**config.mk**
```make
export PLATFORM = sky130hd
export DESIGN_NAME = ssd_cell
export DESIGN_NICKNAME = d
export VERILOG_FILES = /design/src/hdl/ssd_cell.sv
export SDC_FILE = /design/constraint.sdc
export NUM_CORES = 1
export LEC_CHECK = 0
export BUFFER_PORTS_ARGS = -buffer_cell sky130_fd_sc_hd__buf_4
export CAP_MARGIN = 40
export CORE_ASPECT_RATIO = 1.25
export CORE_MARGIN = 2
export CORE_UTILIZATION = 56
export CTS_BUF_LIST = sky130_fd_sc_hd__clkbuf_4 sky130_fd_sc_hd__clkbuf_8
export DETAILED_ROUTE_END_ITERATION = 6
export HOLD_SLACK_MARGIN = 0.12
export PLACE_DENSITY = 0.88
export SYNTH_ARGS = -nofsm -noshare
export SYNTH_HDL_FRONTEND = slang
export SYNTH_SLANG_ARGS = --single-unit
```
**constraint.sdc**
```tcl
create_clock -name clock -period 5.2 [get_ports clock]
set_clock_uncertainty 0.15 [all_clocks]
set_input_delay 0.52 -clock clock [delete_from_list [all_inputs] [get_ports clock]]
set_output_delay 0.52 -clock clock [all_outputs]
set_load 0.02 [all_outputs]
```
**src/hdl/ssd_cell.sv**
```systemverilog
// one candidate accumulator: adds per-pixel absolute differences into the window cost
module ssd_cell #(
   parameter int CostWidth = 14
) (
   input  logic                 clock,
   input  logic                 clear,
   input  logic                 add_en,
   input  logic [CostWidth-1:0] add_value,
   input  logic [CostWidth-1:0] shift_value,
   input  logic                 shift_en,
   output logic [CostWidth-1:0] cost
);
   logic [CostWidth-1:0] cost_ff, cost_in;

   // clear, accumulate, or pass the neighbour's cost along the chain
   always_comb begin
      cost_in = cost_ff;
      if (clear) cost_in = '0;
      else if (shift_en) cost_in = shift_value;
      else if (add_en) cost_in = cost_ff + add_value;
   end

   always_ff @(posedge clock) begin
      cost_ff <= cost_in;
   end

   assign cost = cost_ff;
endmodule

```
==> results, run 1 <==
- The run finished with clean final reports.
- The slew at the pin with the worst max-slew slack is 498 ps.
- Port buffering added 45 buffers.
- The clock tree from TritonCTS is done.
- In this run the worst hold path is classified as input pin to flop.
- The net count after synthesis is 220.
- Using the TritonRoute via totals, the vias-per-cell ratio works out to roughly 6.1.
- The total vias in the final route is about 1,500.
- The area fraction of the dominant cell type after synthesis is 20.5%.
- STA classifies the critical path startpoint as a flop.
- Summing the areas of all fa, ha and maj instances in the mapped netlist gives roughly an eighth of the synthesized area.
- After detailed routing, the average wire length per cell comes to 15.2 microns.
- Setup violations remaining at the end of the flow were counted as 0.
- Power spread over the standard cell area amounts to about 210 nW/um^2.
- Summed over all cells, the static leakage comes to roughly 0.8 nW.
- The xor/xnor share of the synthesized area is ~1.9%.
- The cell count after synthesis is around 170.
- The flip-flop count of the largest register after layout is 14.
- The pin count of the biggest net entering global routing is 32.
- The pre-antenna-repair detailed-routing pass consisted of 4 iterations.
- After layout, the worst path uses a little over two fifths of the clock period.
- The worst endpoint required time is ~5300 ps.
- The TritonCTS sink count is 14.
- The leading area contributor after synthesis is sky130_fd_sc_hd__dfxtp_1.
- Subtracting the final worst setup slack from the clock period gives 2250 ps.
- The effective utilization at floorplan is 57.5%.
- The post-place instance area is around 1700 sq um.
- Gates resized during post-CTS repair numbered 0.
- The routability congestion estimate is 0.880.
- The number of antenna repair diodes is 0.
- In the synthesized netlist, mux cells make up between 2 and 3% of the area.
- Across the run, the number of max-cap violations was 0.
- In the global route stage, overall resource usage came out at 28.4%.
- Sorting the synthesized cells by area gives the leading types as sky130_fd_sc_hd__dfxtp_1 (20%), sky130_fd_sc_hd__ha_1 (12%), sky130_fd_sc_hd__a21oi_1 (7.0%).
- STA puts the critical path data arrival time at ~2300 ps.
- The hold buffer count at cts is 0.
- After synthesis, the share of flip-flops with an asynchronous set or reset is 0%.
- The proportion of synthesized chip area in sequential cells is 20.5%.
- The largest family of logic cells by synthesized area is compound AO/OA/AOI/OAI gates.
- The relative slew slack is about two thirds.
- On the critical path, the stage with the largest delay is an instance of sky130_fd_sc_hd__fa_1.
- The total congestion overflow after global routing is 0.
- In this run the standard cell core region covers 2380 sq um.
- The maximum clock frequency is between 0.4 and 0.5 GHz.
- The clock network latency to the later pin of the worst-skew pair is ~290 ps.
- The die boundary width is approximately 48 microns.
- In this run, synthesis produced a sequential element count of 14.
- The setup total negative slack is 0 ps.
- The final HPWL from detailed placement is between 2000 and 3000 microns.
- The dominant delay contributor by cell family on the critical path is compound AO/OA/AOI/OAI gates.
- Of all nets on the critical path, the largest fanout is 4.
- The number of enable flip-flop cells after synthesis is 0.
- The fraction of layout instances using a drive strength above 1 is a little over a quarter.
- Sorting the synthesized cells by how often they occur yields sky130_fd_sc_hd__a21oi_1 (19), sky130_fd_sc_hd__nor2_1 (19), sky130_fd_sc_hd__dfxtp_1 (14).
- The cell count after placement is roughly 250.
- The clock transition at the registers of the reported paths is about 90 ps.
- The finished layout holds 248 standard cells, fillers aside.
- The worst path buffer plus inverter count is 0.
- The maximum level of the CTS H-tree is 1.
- The total count of hold-check failures in the final report came to 0.
- Once detail routing completed, the nets flagged for antenna violations numbered 0.
- Setup repair after global routing left no endpoint under its margin.
- Summing the areas of all compound-gate instances in the mapped netlist gives a little under a third of the synthesized area.
- The Yosys warning count is 0.
- The delay of the slowest cell on the worst path is roughly 410 ps.
- After clock tree synthesis, the setup repair step added 0 buffers.
- The die area is 2860 sq um.
- Of the total synthesized cell area, the portion taken by AND, OR, NAND and NOR gates is between 20% and 30%.
- The number of clock buffers added by TritonCTS is 3.
- The worst setup path is captured at a flop.
- The number of pins with negative max-slew slack in the final report came to 0.
- The die is 59.3 microns tall.
- The buffer depth of the longest clock path is 2.
- The most used flip-flop cell after synthesis is sky130_fd_sc_hd__dfxtp_1.
- The signal on the critical path passes through ha_1 > fa_1 > a21o_1 > and4_1 > o21ai_0 > nand3_1 > a221oi_1.
- VDD sags by at most between 100 and 150 uV.
- The layout-stage area growth over the synthesis result is 27.1%.
- The mean cell area of the mapped netlist is roughly 8 sq um.
- The number of global-route vias before repair is roughly 1,400.
- The count of distinct cell types in the synthesized netlist is between 40 and 50.
- The detailed router's first-iteration violation count is between 60 and 70.
- The final routed DRC violation total is 0.
- The initial antenna violation count is 0.
- The type of the setup path with the least slack is flop to flop.
- The total wirelength of the detailed-routed design is between 3000 and 4000 microns.
- In this run the clock root is driven by a sky130_fd_sc_hd__clkbuf_4.
- During I/O placement, the number of pins put on the boundary was 46.
- At the end of the flow, the number of nets in the layout was 263.
- The first global-routing pass estimated between 5000 and 6000 microns of wire.
- The number of inserted filler cells in the final layout is between 200 and 250.
- Summing every instance area after synthesis gives ~1400 sq um.
- The initialized floorplan defines 20 standard-cell rows.
- The finished cells cover 1740 sq um.
## per-layer routing
metal	track usage [%]	vias up	part of all wire, %
met5	0	-	0
met4	12.4	0	2.1
met3	3.66	9	5.2
met2	48.3	53	52
met1	33.9	699	41
li1	-	753	-
## layout by cell type, fill, tap and decap left out, drive strengths merged, types with 2 or more instances in the layout
cell type,Yosys,layout
buf,4,45
nor2,19,19
a21oi,19,19
dfxtp,14,14
ha,13,13
nand2,12,12
o21ai,9,9
inv,7,7
nor3b,7,7
a211oi,5,5
a21o,4,4
mux2i,4,4
nand3,4,4
nor3,4,4
a221oi,4,4
nor2b,4,4
or3,3,3
nand4,3,3
clkbuf,3,3
o2111ai,3,3
xnor2,2,2
and3,2,2
o32ai,2,2
or4,2,2
o211a,2,2
o32a,2,2
## worst paths after layout
check | startpoint | cells past startpoint | slack [ps] | endpoint
worst max-delay path | cost[0]$_SDFFE_PP0P_ | 7 | 2950 | cost[6]$_SDFFE_PP0P_
worst max register to register | cost[0]$_SDFFE_PP0P_ | 7 | 2950 | cost[6]$_SDFFE_PP0P_
worst min-delay path | shift_value[2] | 3 | 300 | cost[2]$_SDFFE_PP0P_
worst min register to register | cost[3]$_SDFFE_PP0P_ | 2 | 440 | cost[3]$_SDFFE_PP0P_
## worst min-delay path, stage by stage
cell,delay [ps]
sky130_fd_sc_hd__buf_4,80
sky130_fd_sc_hd__a21oi_1,50
sky130_fd_sc_hd__nor2_1,70
## stage by stage
step	setup slack, ps	power [mW]	hold slack, ps	utilization, %
after floorplan	2910	0.242	488	-
after global placement	2750	0.293	411	72.2
after detailed placement	2690	0.299	432	72.2
after CTS	2970	0.366	306	73.1
after global routing	2820	0.388	319	73.1
final	2950	0.367	303	73.1
## logic make-up (layout without fill, tap and decap cells)
group	after synthesis	in the layout
AND/OR/NAND/NOR	66	66
multiplexers	4	4
buffers and inverters	14	55
adder cells (fa/ha/maj)	14	14
XOR/XNOR	3	3
AO/OA/AOI/OAI	59	59
flip-flops	14	14
## power by group
part | switching, mW | internal [mW]
sequential | 0.00832 | 0.117
clock | 0.0410 | 0.0270
combinational | 0.0960 | 0.0779
## area by class of cell
cell class / count / area [sq um] / area share [%]
inverter: 7 / 26.3 / 1.51
timing repair buffer: 45 / 338 / 19.4
tap: 33 / 41.3 / 2.38
multi-input combinational: 146 / 1030 / 59.3
clock buffer: 3 / 22.5 / 1.30
sequential: 14 / 280 / 16.1
No activity file was read; power rests on OpenSTA's default activity.
==> run 2, diff against run 1 <==
CORE_UTILIZATION = 52   (was 56)
PLACE_DENSITY = 0.82   (was 0.88)
clock period = 2.1 ns   (was 5.2 ns; I/O delays follow)
==> results, run 2 (synthesis results as in run 1) <==
- The flow ran to the end, and the final reports show no timing, DRC or antenna violations.
- For the finished layout, the period the worst path requires is 2020 ps.
- The cell leakage power is roughly 0.90 nW.
- Port buffering added 45 buffers.
- The register with the most flip-flops in the layout has 14 of them.
- The clock drives 14 sinks.
- The area of the core is roughly 2500 sq um.
- In the global route stage, met3 resource usage came out at 3.64%.
- The slowest stage of the critical path is the sky130_fd_sc_hd__fa_2 cell.
- The total vias in the final route is between 1,500 and 2,000.
- Relative to the synthesized area, the layout overhead comes to 39.7%.
- The number of cells on the worst hold path is 4.
- The tightest hold margin is about 140 ps.
- The total count of hold-check failures in the final report is 0.
- The number of pins with negative max-slew slack in the final report is 0.
- The detailed router's first-iteration violation count is 63.
- The number of iterations in the first detailed-routing pass is 4.
- The final HPWL from detailed placement is ~2600 microns.
- The total power density per cell area is 496 nW/um^2.
- Setup repair after global routing left no endpoint under its margin.
- Wires add up to around 3700 microns.
- The flop-to-flop setup slack is about 76 ps.
- The total of endpoints with negative setup slack in the final report is 0.
- For this run the aggregate overflow at the end of global routing stands at 0.
- The delay of the slowest cell on the worst path is 350 ps.
- Global routing used a little under half of the available met2 tracks.
- In this run the number of H-tree levels came out at 1.
- Across the VDD grid, the largest voltage drop is 400 uV.
- STA classifies the critical path endpoint as a flop.
- For the worst flop-to-flop path, the logic depth is 7.
- 0 antenna diodes ended up in the layout.
- Clock-pin slew was measured on the worst setup and hold paths at 100 ps.
- Counting along the longest clock path gives a buffer depth of 2.
- Walking the worst path, the cells encountered are ha_2 > fa_2 > a21o_1 > nand4_1 > a21boi_4 > o31a_1 > o31ai_1.
- Global routing used approximately 29% of the available met1 tracks.
- The origin of the critical flop-to-flop path is cost[0]$_SDFFE_PP0P_.
- After routing, the total negative slack on setup checks comes to 0 ps.
- The layer flagged by global routing as most heavily used is met2.
- After the flow finishes, the layout carries non-filler instances totaling between 200 and 300.
- The clock tree from TritonCTS is done.
- The die boundary width is between 40 and 50 microns.
- Measured on the finished design, the core utilization comes to between 70 and 80%.
- Across the run, the number of max-cap violations was 0.
- Pin placement for this block handled 46 I/O pins.
- The critical path in this run is classified as flop to flop.
- The post-place instance area is between 1500 and 2000 sq um.
- In this run the clock root is driven by a sky130_fd_sc_hd__clkbuf_4.
- Entering global routing, the biggest net connects 32 pins.
- The worst setup margin is ~76 ps.
- The startpoint of the worst hold path is shift_value[12].
- The library cells used most frequently in the layout, excluding fill and tap cells, are sky130_fd_sc_hd__buf_4 (50), sky130_fd_sc_hd__nor2_1 (19), sky130_fd_sc_hd__a21oi_1 (19), sky130_fd_sc_hd__dfxtp_1 (13).
- The congestion estimate from routability-driven global placement came to about 0.86.
- At the worst endpoint, the required time is around 2200 ps.
- The min-delay analysis places its worst path in the category input pin to flop.
- The relative slew slack is between 70% and 80%.
- Dividing the detail-routed wire length by the instance count gives about 14 microns.
- The worst setup slack before clock tree synthesis is -19.8 ps.
- The fraction of layout instances using a drive strength above 1 is a little under 30%.
- The final instance area is approximately 1900 sq um.
- The number of setup buffers added after CTS is 0.
- Along the worst path, the maximum fanout reaches 3.
- The number of placed instances, taps included, is 250.
- The later pin in the worst-skew pair is clocked with a latency of approximately 310 ps.
- The maximum clock frequency is between 0.4 and 0.5 GHz.
- For this run, the post-layout net count is 280.
- The number of global-route vias before repair is about 1,400.
- The capture instance of the worst register-to-register path is cost[12]$_SDFFE_PP0P_.
- The die extent in y is roughly 60 microns.
- The via density per instance is approximately 6.
- The floorplan step defined a die boundary enclosing a little over 3000 sq um.
- The TritonCTS buffer count is 3.
- The initial antenna violation count is 0.
- The end point of the worst hold path is cost[12]$_SDFFE_PP0P_.
- In the routed design, unresolved DRC markers number 0.
- For the worst setup path, the data arrival time is 2110 ps.
- The design draws between 0.9 and 1 mW.
- The sort of element at the start of the critical path is a flop.
- In this run the remaining antenna-violating nets after routing total 0.
- For the pin with the worst max-slew slack, the measured transition is about 320 ps.
- The floorplan has 20 rows.
- Global routing used between 20% and 30% of the available tracks across all layers.
- The effective utilization at floorplan is a little under three fifths.
- Leaving out fill and tap cells, the most frequent cell in the layout is sky130_fd_sc_hd__buf_4.
- The global-route wire length before repair is approximately 6000 microns.
- After layout, the worst path uses between 90% and 100% of the clock period.
run 2: timing repair:
| item | in CTS | in global routing |
|---|---|---|
| gates resized for setup | 1 | 3 |
| pin swaps | 0 | 0 |
| hold endpoints to repair | 10 | 0 |
| endpoints found under the setup margin | 1 | 2 |
| hold buffers | 12 | 0 |
run 2: worst max path at each step:
stage,cells past startpoint,endpoint,startpoint
2_1_floorplan,7,cost[6]$_SDFFE_PP0P_,cost[0]$_SDFFE_PP0P_
3_3_place_gp,8,cost[6]$_SDFFE_PP0P_,add_value[0]
3_5_place_dp,8,cost[6]$_SDFFE_PP0P_,add_value[0]
4_1_cts,7,cost[6]$_SDFFE_PP0P_,cost[0]$_SDFFE_PP0P_
5_1_grt,7,cost[12]$_SDFFE_PP0P_,cost[0]$_SDFFE_PP0P_
6_report,7,cost[12]$_SDFFE_PP0P_,cost[0]$_SDFFE_PP0P_
run 2: report_power, final:
group | switching (mW) | total, mW | internal [mW]
Sequential | 0.0196 | 0.310 | 0.290
Clock | 0.109 | 0.177 | 0.0671
Combinational | 0.240 | 0.461 | 0.221
Total | 0.370 | 0.948 | 0.578
run 2: area by class of cell:
class                      count  area (sq um)
timing repair buffer          62           495
sequential                    14           282
tap                           33          41.3
fill                         188           567
clock buffer                   3          22.5
inverter                       7          26.3
multi-input combinational    146          1040
run 2: critical path: cells and delay by family (launching register included):
kind            cells  cell delay (ps)
fa+ha+maj           2              530
simple gates        1              170
flops               1              340
compound gates      4              760
run 2: layer usage:
| layer | wire length [microns] | up-vias |
|---|---|---|
| li1 | - | 783 |
| met1 | 1520 | 733 |
| met2 | 1850 | 57 |
| met3 | 188 | 11 |
| met4 | 115 | 0 |
| met5 | 0 | - |
==> run 3, diff against run 2 <==
ABC_AREA = 1   (was not set)
==> results, run 3 <==
- The run finished with clean final reports.
- The worst setup slack before clock tree synthesis is 154 ps.
- Dividing the detail-routed via count by the number of cells gives approximately 5.2.
- The TritonCTS sink count is 14.
- In the routed design, unresolved DRC markers number 0.
- The floorplan step defined a die boundary enclosing 3040 sq um.
- For this run, global-route usage on met2 was measured as between 50 and 60%.
- The worst endpoint required time is 2180 ps.
- Power spread over the standard cell area amounts to 476 nW/um^2.
- The total count of hold-check failures in the final report is 0.
- In the final design database the tool counted approximately 320 nets.
- The data arrival at the endpoint of the critical path is slightly above 2000 ps.
- The count of instances resized after the clock tree is built is 0.
- The initial antenna violation count is 0.
- The net count after synthesis is approximately 260.
- For this block, the initial DRC count from the detailed router was 70.
- Summed over all nets, the half-perimeter wirelength after detailed placement is between 2000 and 3000 microns.
- In the global route stage, met3 resource usage came out at just under 3%.
- The library cell used most frequently in the layout, excluding fill and tap cells, is sky130_fd_sc_hd__nand2_1.
- The wire length per cell is 12.4 microns.
- IR analysis of the VDD net gives a maximum drop of 422 uV.
- The worst-path maximum fanout is 4.
- The number of top-level pins is 46.
- TritonCTS built the clock tree.
- A synthesized cell averages between 6 and 7 sq um.
- The fraction of layout instances using a drive strength above 1 is around 26%.
- The clock period could shrink to 1970 ps.
- The delay of the slowest cell on the worst path is about 430 ps.
- The final route contains approximately 1,600 vias.
- Setup repair after global routing left no endpoint under its margin.
- The cell with the most instances after synthesis is sky130_fd_sc_hd__nand2_1.
- The type of destination of the critical path is a flop.
- The total wirelength of the detailed-routed design is about 3700 microns.
- The worst path buffer plus inverter count is 0.
- The first global-routing pass estimated 6390 microns of wire.
- The die boundary width is between 40 and 50 microns.
- The tightest hold margin is ~130 ps.
- The top cell types in the final layout, fill and taps aside, are sky130_fd_sc_hd__nand2_1 (66), sky130_fd_sc_hd__buf_4 (47), sky130_fd_sc_hd__inv_1 (27), sky130_fd_sc_hd__a21oi_1 (15), sky130_fd_sc_hd__nand3_1 (15).
- Clock latency on the worst-skew pair, taken at its later pin, is approximately 300 ps.
- In this run, synthesis inferred 0 flip-flops with an integrated enable.
- The synthesized flop and latch total is 14.
- The most frequently used flop master after synthesis is sky130_fd_sc_hd__dfxtp_1.
- In the finished design, the share of the clock period the worst path needs comes to 94.0%.
- During synthesis, Yosys emitted a total of 0 warnings.
- The relative slew slack is a little under nine tenths.
- The critical path is of the flop to flop type.
- For the pin with the worst max-slew slack, the measured transition is 219 ps.
- Relative to the synthesized area, the layout overhead comes to 38.3%.
- The dominant delay contributor by cell family on the critical path is adder cells.
- The area fraction of the dominant cell type after synthesis is between 20% and 30%.
- Entering global routing, the biggest net connects 17 pins.
- Yosys mapped the design onto 25 distinct sky130hd cell types.
- The die extent in y is a little over 60 microns.
- CTS placed an instance of sky130_fd_sc_hd__clkbuf_4 at the clock tree root.
- The area of the core is about 2500 sq um.
- The number of pins with negative max-slew slack in the final report is 0.
- The total of endpoints with negative setup slack in the final report is 0.
- The leading area contributor after synthesis is sky130_fd_sc_hd__dfxtp_1.
- The number of iterations in the first detailed-routing pass is 4.
- The number of antenna diodes in the final layout is 0.
- At the end of routability-driven placement, the weighted congestion stood at roughly 0.85.
- Summed over all failing endpoints, the final setup total negative slack is 0 ps.
- In the synthesized netlist, the number of instances is ~210.
- The maximum level of the CTS H-tree is 1.
- In the synthesized netlist, the cells that appear most often are sky130_fd_sc_hd__nand2_1 (66), sky130_fd_sc_hd__inv_1 (27), sky130_fd_sc_hd__a21oi_1 (15), sky130_fd_sc_hd__nand3_1 (15), sky130_fd_sc_hd__dfxtp_1 (14).
- The post-detailed-route count of antenna-violating nets is 0.
- The worst setup margin is roughly 130 ps.
- Global routing used 27.6% of the available tracks.
- Sequential cells were found to cover just over 20% of the synthesized design area.
- The netlist area before placement is around 1400 sq um.
- The longest clock path from root to sink contains 2 buffers.
- The met1 track demand over resource in global routing is just under 30%.
- The effective utilization at floorplan is 55.3%.
- Once placement finished, the instance area stood at approximately 1700 sq um.
- Yosys attributes the largest share of cell area to sky130_fd_sc_hd__dfxtp_1 (21%), sky130_fd_sc_hd__nand2_1 (18%), sky130_fd_sc_hd__ha_1 (12%).
- The number of global-route vias before repair came to between 1,500 and 2,000.
- Walking the worst path, the cells encountered are ha_1 > fa_1 > nand3_1 > nand3_2 > a21oi_2 > xor2_1 > nand2_1 > a21oi_1.
- After floorplanning, the core was divided into 20 placement rows.
- For this design the static power due to leakage is 1.01 nW.
- The flip-flop count of the largest register after layout is 14.
- The proportion of synthesized flip-flops having asynchronous set or reset is 0%.
- The total power is ~0.89 mW.
- After clock tree synthesis, the clock-pin slew on the worst setup and hold paths is roughly 90 ps.
- The worst hold path belongs to the class input pin to flop.
- The sort of element at the start of the critical path is a flop.
- The number of maximum-capacitance constraint violations is 0.
- The layer flagged by global routing as most heavily used is met2.
- The maximum clock frequency is 0.507 GHz.
- Clock tree synthesis inserted a total of 3 buffers.
- The total congestion overflow after global routing is 0.
- Summing all non-filler instances in the final layout gives an area of 1880 sq um.
- During placement, the flow inserted port buffers numbering 45.
- The critical path's slowest cell is sky130_fd_sc_hd__fa_1.
run 3: cell types whose count changed in the layout (fill, tap and decap cells not counted), moves of 7 or more:
cell	change
sky130_fd_sc_hd__a22oi_1	+10
sky130_fd_sc_hd__nand3_1	+11
sky130_fd_sc_hd__nor2_1	-10
sky130_fd_sc_hd__nand2_1	+54
sky130_fd_sc_hd__inv_1	+20
sky130_fd_sc_hd__nor3b_1	-7
run 3: worst reg2reg max path, delay by kind of cell (launching register included):
family | cells | cell delay [ps]
xor+xnor | 1 | 170
flops | 1 | 340
simple gates | 3 | 310
compound gates | 2 | 280
fa+ha+maj | 2 | 650
run 3: repair_timing:
action	in CTS	in global routing
hold buffers	13	0
endpoints found under the hold margin	12	0
buffers inserted	0	0
endpoints found under the setup margin	0	0
run 3: through the flow:
stage	instances	utilization, %
finish	303	76.5
floorplan	212	-
CTS	303	76.5
detailed placement	287	70.3
global placement	287	70.3
global route	303	76.5
run 3: path summary, 6_finish.rpt:
path,from,to,slack (ps),cells after the start
worst min register to register,cost[2]$_SDFFE_PP0P_,cost[2]$_SDFFE_PP0P_,370,2
worst max-delay path,cost[0]$_SDFFE_PP0P_,cost[8]$_SDFFE_PP0P_,130,8
worst min-delay path,shift_value[0],cost[0]$_SDFFE_PP0P_,130,4
worst max register to register,cost[0]$_SDFFE_PP0P_,cost[8]$_SDFFE_PP0P_,130,8
run 3: final cells by class:
type / instances / area, sq um
flip-flops and latches: 14 / 280
inverters: 33 / 124
fillers: 221 / 577
well taps: 33 / 41.3
clock buffers: 3 / 22.5
repair buffers: 60 / 483
multi-input cells: 160 / 925
run 3: cells by family (layout without fill, tap and decap cells):
group / count (synthesis) / after routing / synth area share [%]
fa+ha+maj: 14 / 14 / 13.5
buf+inv: 38 / 96 / 11.2
xor+xnor: 7 / 7 / 4.52
simple gates: 106 / 106 / 34.3
compound gates: 33 / 33 / 15.9
flops: 14 / 14 / 20.7
run 3: report_power, final:
part	internal [mW]	total, mW	switching, mW	leakage [nW]
combinational	0.190	0.423	0.233	0.877
clock	0.0669	0.164	0.0968	0.0138
sequential	0.288	0.306	0.0186	0.116
run 3: routing by layer:
metal / up-vias / wire length [microns] / part of all wire [%]
met3: 7 / 176 / 4.7
met1: 707 / 1480 / 40
li1: 806 / - / -
met2: 43 / 2030 / 54
met4: 0 / 57 / 1.5
met5: - / 0 / 0
